--- src/hw/rtl/token_expression_evaluator_unit_defines.svh ---
// Assertion macros shared by the token expression evaluator RTL.
`ifndef TOKEN_EXPRESSION_EVALUATOR_UNIT_DEFINES_SVH
`define TOKEN_EXPRESSION_EVALUATOR_UNIT_DEFINES_SVH

`ifndef ASSERT_OFF

`define TEV_ASSERT_IMPLIES(label, clk, rst, ante, cons) \
   label: assert property (@(posedge clk) disable iff (rst) (ante) |-> (cons)) \
      else $error("assertion failed");

`define TEV_ASSERT_NEXT(label, clk, rst, ante, cons) \
   label: assert property (@(posedge clk) disable iff (rst) (ante) |=> (cons)) \
      else $error("assertion failed");

`else

`define TEV_ASSERT_IMPLIES(label, clk, rst, ante, cons)

`define TEV_ASSERT_NEXT(label, clk, rst, ante, cons)

`endif

`endif

--- src/hw/rtl/tev_pkg.sv ---
// Package: token codes, error codes and token classes of the expression evaluator.
`timescale 1ns / 1ps
`default_nettype none

package tev_pkg;

   localparam int VALUE_WIDTH_DEFAULT = 32;
   localparam int OUT_WIDTH           = 32;
   localparam int QUEUE_DEPTH         = 2;

   localparam logic [2:0] OPC_NUMBER = 3'd0;
   localparam logic [2:0] OPC_NAME   = 3'd1;
   localparam logic [2:0] OPC_PLUS   = 3'd2;
   localparam logic [2:0] OPC_MINUS  = 3'd3;
   localparam logic [2:0] OPC_MUL    = 3'd4;
   localparam logic [2:0] OPC_DIV    = 3'd5;
   localparam logic [2:0] OPC_MOD    = 3'd6;

   localparam logic [2:0] ERR_OK         = 3'd0;
   localparam logic [2:0] ERR_SYNTAX     = 3'd1;
   localparam logic [2:0] ERR_UNDEFINED  = 3'd2;
   localparam logic [2:0] ERR_UNRESOLVED = 3'd3;
   localparam logic [2:0] ERR_NOT_ABS    = 3'd4;
   localparam logic [2:0] ERR_DIV_ZERO   = 3'd5;

   localparam logic [1:0] SYM_UNDEFINED = 2'd0;
   localparam logic [1:0] SYM_ABSOLUTE  = 2'd1;

   localparam logic [1:0] MUL_NONE = 2'd0;
   localparam logic [1:0] MUL_MUL  = 2'd1;
   localparam logic [1:0] MUL_DIV  = 2'd2;
   localparam logic [1:0] MUL_MOD  = 2'd3;

   localparam logic ADD_PLUS  = 1'b0;
   localparam logic ADD_MINUS = 1'b1;

   typedef enum logic [1:0] {
      TOK_OPERAND,
      TOK_ADDOP,
      TOK_MULOP,
      TOK_OTHER
   } tok_class_type;

   typedef struct packed {
      tok_class_type cls;
      logic [1:0]    sub;
      logic [2:0]    err;
   } tok_ctl_type;

endpackage

`default_nettype wire

--- src/hw/rtl/token_expression_evaluator_unit.sv ---
// Top level of the token expression evaluator: front classifier, queue and back executor.
//
// Evaluates an infix expression of numbers and looked-up symbols, one token per item,
// with + and - below *, / and %, all wrapping at VALUE_WIDTH bits. The front takes an
// item in any cycle while its two-entry queue has room, so it keeps accepting while a
// result waits at the output. The back takes one queued token per cycle while it is idle and
// no result is held back by rsp_stall; an operand that follows *, / or % occupies the shared
// bit-serial multiply/divide unit, one bit per cycle over all VALUE_WIDTH bits, and no
// token is taken meanwhile. A result appears in the output register the cycle after the
// token that ends the expression, or the error token, leaves the queue.
`timescale 1ns / 1ps
`default_nettype none
`include "token_expression_evaluator_unit_defines.svh"

module token_expression_evaluator_unit
   import tev_pkg::*;
#(
   parameter int VALUE_WIDTH = VALUE_WIDTH_DEFAULT
) (
   input  wire logic               clock,
   input  wire logic               reset,
   input  wire logic               req_valid,
   output logic                    req_stall,
   input  wire logic [2:0]         req_opcode,
   input  wire logic signed [31:0] req_operand_value,
   input  wire logic               req_symbol_found,
   input  wire logic [1:0]         req_symbol_kind,
   output logic                    rsp_valid,
   input  wire logic               rsp_stall,
   output logic signed [31:0]      rsp_expression_value,
   output logic [2:0]              rsp_error_code,
   output logic                    rsp_token_consumed
);

   logic                   tok_valid;
   tok_ctl_type            tok_ctl;
   logic [VALUE_WIDTH-1:0] tok_value;
   logic                   tok_ready;

   tev_front #(
      .VALUE_WIDTH (VALUE_WIDTH)
   ) u_front (
      .clock             (clock),
      .reset             (reset),
      .req_valid         (req_valid),
      .req_stall         (req_stall),
      .req_opcode        (req_opcode),
      .req_operand_value (req_operand_value),
      .req_symbol_found  (req_symbol_found),
      .req_symbol_kind   (req_symbol_kind),
      .tok_valid         (tok_valid),
      .tok_ctl           (tok_ctl),
      .tok_value         (tok_value),
      .tok_ready         (tok_ready)
   );

   tev_back #(
      .VALUE_WIDTH (VALUE_WIDTH)
   ) u_back (
      .clock                (clock),
      .reset                (reset),
      .tok_valid            (tok_valid),
      .tok_ctl              (tok_ctl),
      .tok_value            (tok_value),
      .tok_ready            (tok_ready),
      .rsp_valid            (rsp_valid),
      .rsp_stall            (rsp_stall),
      .rsp_expression_value (rsp_expression_value),
      .rsp_error_code       (rsp_error_code),
      .rsp_token_consumed   (rsp_token_consumed)
   );

   `TEV_ASSERT_IMPLIES(a_pop_needs_item, clock, reset, tok_ready, tok_valid)
   `TEV_ASSERT_IMPLIES(a_no_pop_when_blocked, clock, reset, rsp_valid && rsp_stall, !tok_ready)
   `TEV_ASSERT_IMPLIES(a_error_value_zero, clock, reset, rsp_valid && (rsp_error_code != ERR_OK), rsp_expression_value == '0)
   `TEV_ASSERT_IMPLIES(a_consumed_only_div_zero, clock, reset, rsp_valid, rsp_token_consumed == (rsp_error_code == ERR_DIV_ZERO))

endmodule

`default_nettype wire

--- src/hw/rtl/tev_queue.sv ---
// Small FIFO of classified items between the front and back parts.
`timescale 1ns / 1ps
`default_nettype none

module tev_queue
   import tev_pkg::*;
#(
   parameter int VALUE_WIDTH = VALUE_WIDTH_DEFAULT
) (
   input  wire logic                   clock,
   input  wire logic                   reset,
   input  wire logic                   push_valid,
   input  wire tok_ctl_type            push_ctl,
   input  wire logic [VALUE_WIDTH-1:0] push_value,
   output logic                        full,
   output logic                        pop_valid,
   output tok_ctl_type                 pop_ctl,
   output logic [VALUE_WIDTH-1:0]      pop_value,
   input  wire logic                   pop_ready
);

   localparam int PW = (QUEUE_DEPTH > 1) ? $clog2(QUEUE_DEPTH) : 1;
   localparam int CW = $clog2(QUEUE_DEPTH + 1);

   tok_ctl_type            ctl_mem_ff [QUEUE_DEPTH];
   logic [VALUE_WIDTH-1:0] val_mem_ff [QUEUE_DEPTH];
   logic [PW-1:0]          wr_ptr_ff, wr_ptr_in;
   logic [PW-1:0]          rd_ptr_ff, rd_ptr_in;
   logic [CW-1:0]          count_ff, count_in;
   logic                   do_push, do_pop;

   assign full      = (count_ff == CW'(QUEUE_DEPTH));
   assign pop_valid = (count_ff != '0);
   assign pop_ctl   = ctl_mem_ff[rd_ptr_ff];
   assign pop_value = val_mem_ff[rd_ptr_ff];
   assign do_push   = push_valid && !full;
   assign do_pop    = pop_valid && pop_ready;

   always_comb begin
      wr_ptr_in = wr_ptr_ff;
      rd_ptr_in = rd_ptr_ff;
      count_in  = count_ff;
      if (do_push) begin
         wr_ptr_in = (wr_ptr_ff == PW'(QUEUE_DEPTH - 1)) ? '0 : wr_ptr_ff + 1'b1;
      end
      if (do_pop) begin
         rd_ptr_in = (rd_ptr_ff == PW'(QUEUE_DEPTH - 1)) ? '0 : rd_ptr_ff + 1'b1;
      end
      if (do_push && !do_pop) begin
         count_in = count_ff + 1'b1;
      end else if (do_pop && !do_push) begin
         count_in = count_ff - 1'b1;
      end
   end

   always_ff @(posedge clock) begin
      if (reset) begin
         wr_ptr_ff <= '0;
         rd_ptr_ff <= '0;
         count_ff  <= '0;
      end else begin
         wr_ptr_ff <= wr_ptr_in;
         rd_ptr_ff <= rd_ptr_in;
         count_ff  <= count_in;
      end
   end

   always_ff @(posedge clock) begin
      if (do_push) begin
         ctl_mem_ff[wr_ptr_ff] <= push_ctl;
         val_mem_ff[wr_ptr_ff] <= push_value;
      end
   end

endmodule

`default_nettype wire

--- src/hw/rtl/tev_front.sv ---
// Front part: accepts items, classifies each token and queues it for the back part.
`timescale 1ns / 1ps
`default_nettype none

module tev_front
   import tev_pkg::*;
#(
   parameter int VALUE_WIDTH = VALUE_WIDTH_DEFAULT
) (
   input  wire logic                   clock,
   input  wire logic                   reset,
   input  wire logic                   req_valid,
   output logic                        req_stall,
   input  wire logic [2:0]             req_opcode,
   input  wire logic signed [31:0]     req_operand_value,
   input  wire logic                   req_symbol_found,
   input  wire logic [1:0]             req_symbol_kind,
   output logic                        tok_valid,
   output tok_ctl_type                 tok_ctl,
   output logic [VALUE_WIDTH-1:0]      tok_value,
   input  wire logic                   tok_ready
);

   tok_ctl_type            cls_ctl;
   logic [VALUE_WIDTH-1:0] cls_value;
   logic                   q_full;

   generate
      if (VALUE_WIDTH > 32) begin : g_wide
         assign cls_value = {{(VALUE_WIDTH - 32){req_operand_value[31]}}, req_operand_value};
      end else if (VALUE_WIDTH == 32) begin : g_same
         assign cls_value = req_operand_value;
      end else begin : g_narrow
         assign cls_value = req_operand_value[VALUE_WIDTH-1:0];
      end
   endgenerate

   always_comb begin
      cls_ctl.cls = TOK_OTHER;
      cls_ctl.sub = MUL_NONE;
      cls_ctl.err = ERR_SYNTAX;
      case (req_opcode)
         OPC_NUMBER: begin
            cls_ctl.cls = TOK_OPERAND;
            cls_ctl.err = ERR_OK;
         end
         OPC_NAME: begin
            cls_ctl.cls = TOK_OPERAND;
            if (!req_symbol_found) begin
               cls_ctl.err = ERR_UNDEFINED;
            end else if (req_symbol_kind == SYM_UNDEFINED) begin
               cls_ctl.err = ERR_UNRESOLVED;
            end else if (req_symbol_kind != SYM_ABSOLUTE) begin
               cls_ctl.err = ERR_NOT_ABS;
            end else begin
               cls_ctl.err = ERR_OK;
            end
         end
         OPC_PLUS: begin
            cls_ctl.cls = TOK_ADDOP;
            cls_ctl.sub = {1'b0, ADD_PLUS};
         end
         OPC_MINUS: begin
            cls_ctl.cls = TOK_ADDOP;
            cls_ctl.sub = {1'b0, ADD_MINUS};
         end
         OPC_MUL: begin
            cls_ctl.cls = TOK_MULOP;
            cls_ctl.sub = MUL_MUL;
         end
         OPC_DIV: begin
            cls_ctl.cls = TOK_MULOP;
            cls_ctl.sub = MUL_DIV;
         end
         OPC_MOD: begin
            cls_ctl.cls = TOK_MULOP;
            cls_ctl.sub = MUL_MOD;
         end
         default: begin
            cls_ctl.cls = TOK_OTHER;
         end
      endcase
   end

   assign req_stall = q_full;

   tev_queue #(
      .VALUE_WIDTH (VALUE_WIDTH)
   ) u_queue (
      .clock      (clock),
      .reset      (reset),
      .push_valid (req_valid),
      .push_ctl   (cls_ctl),
      .push_value (cls_value),
      .full       (q_full),
      .pop_valid  (tok_valid),
      .pop_ctl    (tok_ctl),
      .pop_value  (tok_value),
      .pop_ready  (tok_ready)
   );

endmodule

`default_nettype wire

--- src/hw/rtl/tev_back.sv ---
// Back part: parser state, shared bit-serial multiply/divide unit and result register.
`timescale 1ns / 1ps
`default_nettype none

module tev_back
   import tev_pkg::*;
#(
   parameter int VALUE_WIDTH = VALUE_WIDTH_DEFAULT
) (
   input  wire logic                   clock,
   input  wire logic                   reset,
   input  wire logic                   tok_valid,
   input  wire tok_ctl_type            tok_ctl,
   input  wire logic [VALUE_WIDTH-1:0] tok_value,
   output logic                        tok_ready,
   output logic                        rsp_valid,
   input  wire logic                   rsp_stall,
   output logic signed [31:0]          rsp_expression_value,
   output logic [2:0]                  rsp_error_code,
   output logic                        rsp_token_consumed
);

   localparam int W  = VALUE_WIDTH;
   localparam int CW = $clog2(W);

   typedef enum logic [2:0] {
      ST_IDLE = 3'b001,
      ST_MUL  = 3'b010,
      ST_DIV  = 3'b100
   } back_state_type;

   back_state_type state_ff, state_in;
   logic           expect_ff, expect_in;
   logic [W-1:0]   sum_ff, sum_in;
   logic [W-1:0]   term_ff, term_in;
   logic           add_op_ff, add_op_in;
   logic [1:0]     mul_op_ff, mul_op_in;
   logic [W-1:0]   acc_ff, acc_in;
   logic [W-1:0]   shf_ff, shf_in;
   logic [W-1:0]   opb_ff, opb_in;
   logic [CW-1:0]  cnt_ff, cnt_in;
   logic           qneg_ff, qneg_in;
   logic           rneg_ff, rneg_in;
   logic           mode_ff, mode_in;
   logic           rsp_valid_ff, rsp_valid_in;
   logic [W-1:0]   rsp_value_ff, rsp_value_in;
   logic [2:0]     rsp_err_ff, rsp_err_in;
   logic           rsp_cons_ff, rsp_cons_in;

   logic           pop;
   logic           last;
   logic [W-1:0]   sum_new;
   logic [W-1:0]   mul_sum;
   logic [W:0]     div_shift;
   logic           div_ge;
   logic [W-1:0]   div_rem;
   logic [W-1:0]   div_q;
   logic [W-1:0]   term_abs;
   logic [W-1:0]   val_abs;

   assign pop       = tok_valid && (!rsp_valid_ff || !rsp_stall);
   assign last      = (cnt_ff == CW'(W - 1));
   assign sum_new   = (add_op_ff == ADD_MINUS) ? sum_ff - term_ff : sum_ff + term_ff;
   assign mul_sum   = acc_ff + (shf_ff[0] ? opb_ff : '0);
   assign div_shift = {acc_ff, shf_ff[W-1]};
   assign div_ge    = (div_shift >= {1'b0, opb_ff});
   assign div_rem   = div_ge ? W'(div_shift - {1'b0, opb_ff}) : div_shift[W-1:0];
   assign div_q     = {shf_ff[W-2:0], div_ge};
   assign term_abs  = term_ff[W-1] ? '0 - term_ff : term_ff;
   assign val_abs   = tok_value[W-1] ? '0 - tok_value : tok_value;

   always_comb begin
      state_in     = state_ff;
      expect_in    = expect_ff;
      sum_in       = sum_ff;
      term_in      = term_ff;
      add_op_in    = add_op_ff;
      mul_op_in    = mul_op_ff;
      acc_in       = acc_ff;
      shf_in       = shf_ff;
      opb_in       = opb_ff;
      cnt_in       = cnt_ff;
      qneg_in      = qneg_ff;
      rneg_in      = rneg_ff;
      mode_in      = mode_ff;
      rsp_valid_in = rsp_valid_ff && rsp_stall;
      rsp_value_in = rsp_value_ff;
      rsp_err_in   = rsp_err_ff;
      rsp_cons_in  = rsp_cons_ff;
      tok_ready    = 1'b0;
      case (state_ff)
         ST_IDLE: begin
            tok_ready = pop;
            if (pop) begin
               if (!expect_ff) begin
                  if (tok_ctl.err != ERR_OK) begin
                     rsp_valid_in = 1'b1;
                     rsp_value_in = '0;
                     rsp_err_in   = tok_ctl.err;
                     rsp_cons_in  = 1'b0;
                     expect_in    = 1'b0;
                     sum_in       = '0;
                     term_in      = '0;
                     add_op_in    = ADD_PLUS;
                     mul_op_in    = MUL_NONE;
                  end else begin
                     case (mul_op_ff)
                        MUL_NONE: begin
                           term_in   = tok_value;
                           expect_in = 1'b1;
                        end
                        MUL_MUL: begin
                           acc_in   = '0;
                           opb_in   = term_ff;
                           shf_in   = tok_value;
                           cnt_in   = '0;
                           state_in = ST_MUL;
                        end
                        default: begin
                           if (tok_value == '0) begin
                              rsp_valid_in = 1'b1;
                              rsp_value_in = '0;
                              rsp_err_in   = ERR_DIV_ZERO;
                              rsp_cons_in  = 1'b1;
                              expect_in    = 1'b0;
                              sum_in       = '0;
                              term_in      = '0;
                              add_op_in    = ADD_PLUS;
                              mul_op_in    = MUL_NONE;
                           end else begin
                              acc_in   = '0;
                              shf_in   = term_abs;
                              opb_in   = val_abs;
                              qneg_in  = term_ff[W-1] ^ tok_value[W-1];
                              rneg_in  = term_ff[W-1];
                              mode_in  = (mul_op_ff == MUL_MOD);
                              cnt_in   = '0;
                              state_in = ST_DIV;
                           end
                        end
                     endcase
                  end
               end else if (tok_ctl.cls == TOK_MULOP) begin
                  mul_op_in = tok_ctl.sub;
                  expect_in = 1'b0;
               end else if (tok_ctl.cls == TOK_ADDOP) begin
                  sum_in    = sum_new;
                  term_in   = '0;
                  add_op_in = tok_ctl.sub[0];
                  mul_op_in = MUL_NONE;
                  expect_in = 1'b0;
               end else begin
                  rsp_valid_in = 1'b1;
                  rsp_value_in = sum_new;
                  rsp_err_in   = ERR_OK;
                  rsp_cons_in  = 1'b0;
                  expect_in    = 1'b0;
                  sum_in       = '0;
                  term_in      = '0;
                  add_op_in    = ADD_PLUS;
                  mul_op_in    = MUL_NONE;
               end
            end
         end
         ST_MUL: begin
            acc_in = mul_sum;
            opb_in = opb_ff << 1;
            shf_in = shf_ff >> 1;
            cnt_in = cnt_ff + 1'b1;
            if (last) begin
               term_in   = mul_sum;
               expect_in = 1'b1;
               mul_op_in = MUL_NONE;
               state_in  = ST_IDLE;
            end
         end
         ST_DIV: begin
            acc_in = div_rem;
            shf_in = div_q;
            cnt_in = cnt_ff + 1'b1;
            if (last) begin
               if (mode_ff) begin
                  term_in = rneg_ff ? '0 - div_rem : div_rem;
               end else begin
                  term_in = qneg_ff ? '0 - div_q : div_q;
               end
               expect_in = 1'b1;
               mul_op_in = MUL_NONE;
               state_in  = ST_IDLE;
            end
         end
         default: begin
            state_in = ST_IDLE;
         end
      endcase
   end

   always_ff @(posedge clock) begin
      if (reset) begin
         state_ff     <= ST_IDLE;
         expect_ff    <= 1'b0;
         sum_ff       <= '0;
         term_ff      <= '0;
         add_op_ff    <= ADD_PLUS;
         mul_op_ff    <= MUL_NONE;
         cnt_ff       <= '0;
         rsp_valid_ff <= 1'b0;
      end else begin
         state_ff     <= state_in;
         expect_ff    <= expect_in;
         sum_ff       <= sum_in;
         term_ff      <= term_in;
         add_op_ff    <= add_op_in;
         mul_op_ff    <= mul_op_in;
         cnt_ff       <= cnt_in;
         rsp_valid_ff <= rsp_valid_in;
      end
   end

   always_ff @(posedge clock) begin
      acc_ff       <= acc_in;
      shf_ff       <= shf_in;
      opb_ff       <= opb_in;
      qneg_ff      <= qneg_in;
      rneg_ff      <= rneg_in;
      mode_ff      <= mode_in;
      rsp_value_ff <= rsp_value_in;
      rsp_err_ff   <= rsp_err_in;
      rsp_cons_ff  <= rsp_cons_in;
   end

   assign rsp_valid          = rsp_valid_ff;
   assign rsp_error_code     = rsp_err_ff;
   assign rsp_token_consumed = rsp_cons_ff;

   generate
      if (W > OUT_WIDTH) begin : g_wide
         assign rsp_expression_value = rsp_value_ff[OUT_WIDTH-1:0];
      end else if (W == OUT_WIDTH) begin : g_same
         assign rsp_expression_value = rsp_value_ff;
      end else begin : g_narrow
         assign rsp_expression_value = {{(OUT_WIDTH - W){rsp_value_ff[W-1]}}, rsp_value_ff};
      end
   endgenerate

endmodule

`default_nettype wire
--- config.mk ---
export PLATFORM = sky130hd
export DESIGN_NAME = token_expression_evaluator_unit
export DESIGN_NICKNAME = d
export VERILOG_FILES = /design/src/hw/rtl/tev_pkg.sv /design/src/hw/rtl/token_expression_evaluator_unit.sv /design/src/hw/rtl/tev_queue.sv /design/src/hw/rtl/tev_front.sv /design/src/hw/rtl/tev_back.sv
export VERILOG_INCLUDE_DIRS = /design/src /design/src/hw/rtl
export SDC_FILE = /design/constraint.sdc
export NUM_CORES = 1
export LEC_CHECK = 0
export BUFFER_PORTS_ARGS = -buffer_cell sky130_fd_sc_hd__buf_2
export CORE_MARGIN = 2
export CORE_UTILIZATION = 66
export CTS_CLUSTER_DIAMETER = 60
export DETAILED_ROUTE_END_ITERATION = 12
export PLACE_DENSITY = 0.83
export REMOVE_ABC_BUFFERS = 1
export SLEW_MARGIN = 20
export SYNTH_ARGS = -nofsm -noshare
export SYNTH_HDL_FRONTEND = slang
export SYNTH_SLANG_ARGS = --single-unit
--- constraint.sdc ---
create_clock -name clock -period 11.25 [get_ports clock]
set_input_delay 1.6875 -clock clock [delete_from_list [all_inputs] [get_ports clock]]
set_output_delay 1.6875 -clock clock [all_outputs]
set_load 0.01 [all_outputs]
==> out/qor.json <==
{
  "logic_synthesis": {
    "edff_count_synth": 213,
    "synth_top_flop_cell": "sky130_fd_sc_hd__edfxtp_1",
    "synth.top_cell.area_share": 0.2942,
    "yosys_reg_bits": 295,
    "synth.yosys.warnings": 0,
    "post_synth_inst_count": 2457,
    "synth.area.top_cells": "sky130_fd_sc_hd__edfxtp_1, sky130_fd_sc_hd__dfxtp_1, sky130_fd_sc_hd__ha_1",
    "asyncSetResetFlopFracSynth": 0,
    "syn_area_cell_um2": 8.847,
    "yosysSeqAreaShare": 0.3698,
    "synth_top_cells_by_count": "sky130_fd_sc_hd__nor2_1, sky130_fd_sc_hd__edfxtp_1, sky130_fd_sc_hd__a21oi_1",
    "ys_types": 101,
    "synthMostInstantiatedCell": "sky130_fd_sc_hd__nor2_1",
    "synthesis.area_um2": 21740,
    "yosysTopAreaCell": "sky130_fd_sc_hd__edfxtp_1"
  },
  "die": {
    "ioPinCount": 80,
    "die_x_um": 185.5,
    "floorplan.die.height_um": 185.5,
    "design.core.area_um2": 32450,
    "fp.dieArea_um2": 34400,
    "rows": 66,
    "initial_utilization": 0.6698
  },
  "critical_path": {
    "critical_path.slowest_cell": "sky130_fd_sc_hd__buf_4",
    "setup.worst_path.start_class": "flip-flop",
    "required_ns": 11.66,
    "cp_max_fo": 57,
    "startpoint_to_endpoint_class_of_the_critical_path": "reg -> reg",
    "crit_path_cell_trace": "ha_1, a21oi_2, o21ai_2, a2111oi_0, nor3b_2, o211ai_4, buf_4, inv_2, buf_4, ha_1, nand3_1, nand2b_1, o41ai_1, nand2_1, xor2_1, o21ai_1, nor4b_2, a211oi_1, a211oi_1",
    "arrival_ns": 5.89,
    "critPathCaptureType": "flip-flop",
    "slowest_delay_ns": 0.47,
    "critical_path.top_delay_family": "compound AO/OA/AOI/OAI gates",
    "critPathBufInv": 3
  },
  "grt": {
    "global_route_wire_length_before_repair_um": 98750,
    "overflow": 0,
    "largest_net_degree_at_the_start_of_global_routing": 84,
    "antenna_violations_before_repair": 0,
    "first_global_vias": 18920,
    "grt_usage": 0.3637
  },
  "sta": {
    "finClkSkew_ns": 0.03182,
    "max-slew-margin-rel": 0.2709,
    "period_minus_slack_ns": 5.484,
    "finalHoldWorstSlack_ns": 0.5014,
    "grt_setup_unrepaired": "no",
    "timing.final.max_slew_violations": 0,
    "report.final.hold_viol_count": 0,
    "worst_pin_slew_ns": 1.094,
    "sum_of_negative_setup_slack_ns": 0,
    "final.period_utilization": 0.4875,
    "report.final.setup_viol": 0,
    "maximum_frequency_from_static_timing_analysis_ghz": 0.1823
  },
  "placement": {
    "numPortBuffers": 79,
    "placer_congestion": 0.9785,
    "dpl-instance-area_um2": 22360,
    "detailed_place_hpwl_um": 45620
  },
  "run": {
    "maxCapViolations": 0
  },
  "cts": {
    "tritoncts": "built",
    "cts_buffer_count": 31,
    "cts.repair_timing.setup_buffer_count": 0,
    "cts_num_sinks": 295,
    "hold_buffers": 0,
    "cts_root_buf": "sky130_fd_sc_hd__clkbuf_16",
    "cts.clk_slew.worst_paths_ns": 0.07,
    "postCtsResizedCells": 0,
    "clock_tree.htree_level_count": 1,
    "clockBufferDepth": 3,
    "clk_latency_ns": 0.60
  },
  "pwr": {
    "max-vdd-ir-drop_uv": 263.4,
    "power_per_cell_area_nw_per_um2": 208.1,
    "total_power_mw": 4.864,
    "leakagePower_nw": 8.743
  },
  "drt": {
    "drtPass1Iterations": 6,
    "drt-vias-per-instance": 6.792,
    "drc": 0,
    "wire_per_inst_um": 21.60,
    "route.vias.total": 19830,
    "drt_iter0_drc": 2451,
    "drt.antenna.violating_nets": 0,
    "drt_wl_total_um": 63060
  },
  "outcome": {
    "outcome": "complete, no violations"
  },
  "layout": {
    "n_antenna_cell": 0,
    "area_growth_pct": 7.523,
    "finish.net_count": 2600,
    "fraction_of_final_layout_cells_with_drive_strength_greater_than_1": 0.09084,
    "fin_area_um2": 23370
  },
  "hold_path": {
    "hp-class": "reg -> reg"
  }
}
worst register-to-register path, stage by stage, from the launching register on:
cell and delay [ns]:
sky130_fd_sc_hd__edfxtp_1 0.43, sky130_fd_sc_hd__ha_1 0.42, sky130_fd_sc_hd__a21oi_2 0.23, sky130_fd_sc_hd__o21ai_2 0.13, sky130_fd_sc_hd__a2111oi_0 0.46, sky130_fd_sc_hd__nor3b_2 0.36
sky130_fd_sc_hd__o211ai_4 0.11, sky130_fd_sc_hd__buf_4 0.36, sky130_fd_sc_hd__inv_2 0.13, sky130_fd_sc_hd__buf_4 0.47, sky130_fd_sc_hd__ha_1 0.35, sky130_fd_sc_hd__nand3_1 0.23
sky130_fd_sc_hd__nand2b_1 0.30, sky130_fd_sc_hd__o41ai_1 0.44, sky130_fd_sc_hd__nand2_1 0.12, sky130_fd_sc_hd__xor2_1 0.17, sky130_fd_sc_hd__o21ai_1 0.20, sky130_fd_sc_hd__nor4b_2 0.07
sky130_fd_sc_hd__a211oi_1 0.24, sky130_fd_sc_hd__a211oi_1 0.10
where the power goes:
group	leakage, nW	switching (mW)	internal [mW]
Combinational	5.65	1.35	0.884
Sequential	2.61	0.179	1.44
Clock	0.486	0.436	0.574
cells by family after synthesis:
logic type	synth area share
compound gates	0.2262
xor+xnor	0.08824
fa+ha+maj	0.06147
buf+inv	0.04150
flops	0.3698
mux	0.03166
simple gates	0.1811
layout by cell type (no fill, tap or decap), types with 77 or more instances in the layout:
cell type / Yosys / layout
sky130_fd_sc_hd__a21oi_1: 200 / 198
sky130_fd_sc_hd__buf_2: 19 / 79
sky130_fd_sc_hd__dfxtp_1: 82 / 81
sky130_fd_sc_hd__edfxtp_1: 213 / 213
sky130_fd_sc_hd__ha_1: 102 / 102
sky130_fd_sc_hd__nand2_1: 170 / 170
sky130_fd_sc_hd__nor2_1: 294 / 291
sky130_fd_sc_hd__o21ai_0: 147 / 147
sky130_fd_sc_hd__xnor2_1: 142 / 142
sky130_fd_sc_hd__xor2_1: 77 / 77
per-layer routing:
metal | share of wire | up-vias | GRT usage
met1 | 0.39 | 9356 | 0.4560
met3 | 0.080 | 274 | 0.04774
li1 | - | 9075 | -
met5 | 0 | - | 0
met4 | 0.057 | 0 | 0.1790
met2 | 0.47 | 1122 | 0.6196
sequential cells by signal (all words and copies together) (netlist names), 2 cells and up, named ones only:
signal	count
u_back.rsp_error_code	3
u_back.shf_ff	32
u_back.rsp_expression_value	32
u_front.u_queue.val_mem_ff	64
u_back.opb_ff	32
u_back.term_ff	32
u_front.u_queue.count_ff	2
u_back.mul_op_ff	2
u_back.acc_ff	32
u_back.cnt_ff	5
u_back.sum_ff	32
u_back.state_ff	3
u_front.u_queue.ctl_mem_ff	14
path summary, 6_finish.rpt:
path,from,end,slack [ns],cells past startpoint
max,u_back.acc_ff[21]$_DFFE_PP_,u_back.term_ff[30]$_SDFFE_PP0P_,5.77,19
min,u_back.add_op_ff$_SDFFE_PP0P_,u_back.add_op_ff$_SDFFE_PP0P_,0.50,2
max reg2reg,u_back.acc_ff[21]$_DFFE_PP_,u_back.term_ff[30]$_SDFFE_PP0P_,5.77,19
min reg2reg,u_back.add_op_ff$_SDFFE_PP0P_,u_back.add_op_ff$_SDFFE_PP0P_,0.50,2
final cells by class:
cell class                      instances  area (µm²)
Fill cell                            2523        9081
Clock buffer                           46       903.4
Multi-Input combinational cell       1941       12880
Timing Repair Buffer                  107       625.6
Clock inverter                         11       80.08
Sequential cell                       295        8039
Tap cell                              442       553.0
Inverter                               77       289.0
stage by stage:
stage                 util  cells  setup WS (ns)
detailed placement  0.6889   2861          5.983
finish              0.7202   2919          5.766
global placement    0.6889   2861          6.125
CTS                 0.7192   2918          5.939
floorplan                -   2313          4.004
global route        0.7202   2919          5.463
Note: power is estimated with default switching activity, not from simulation.
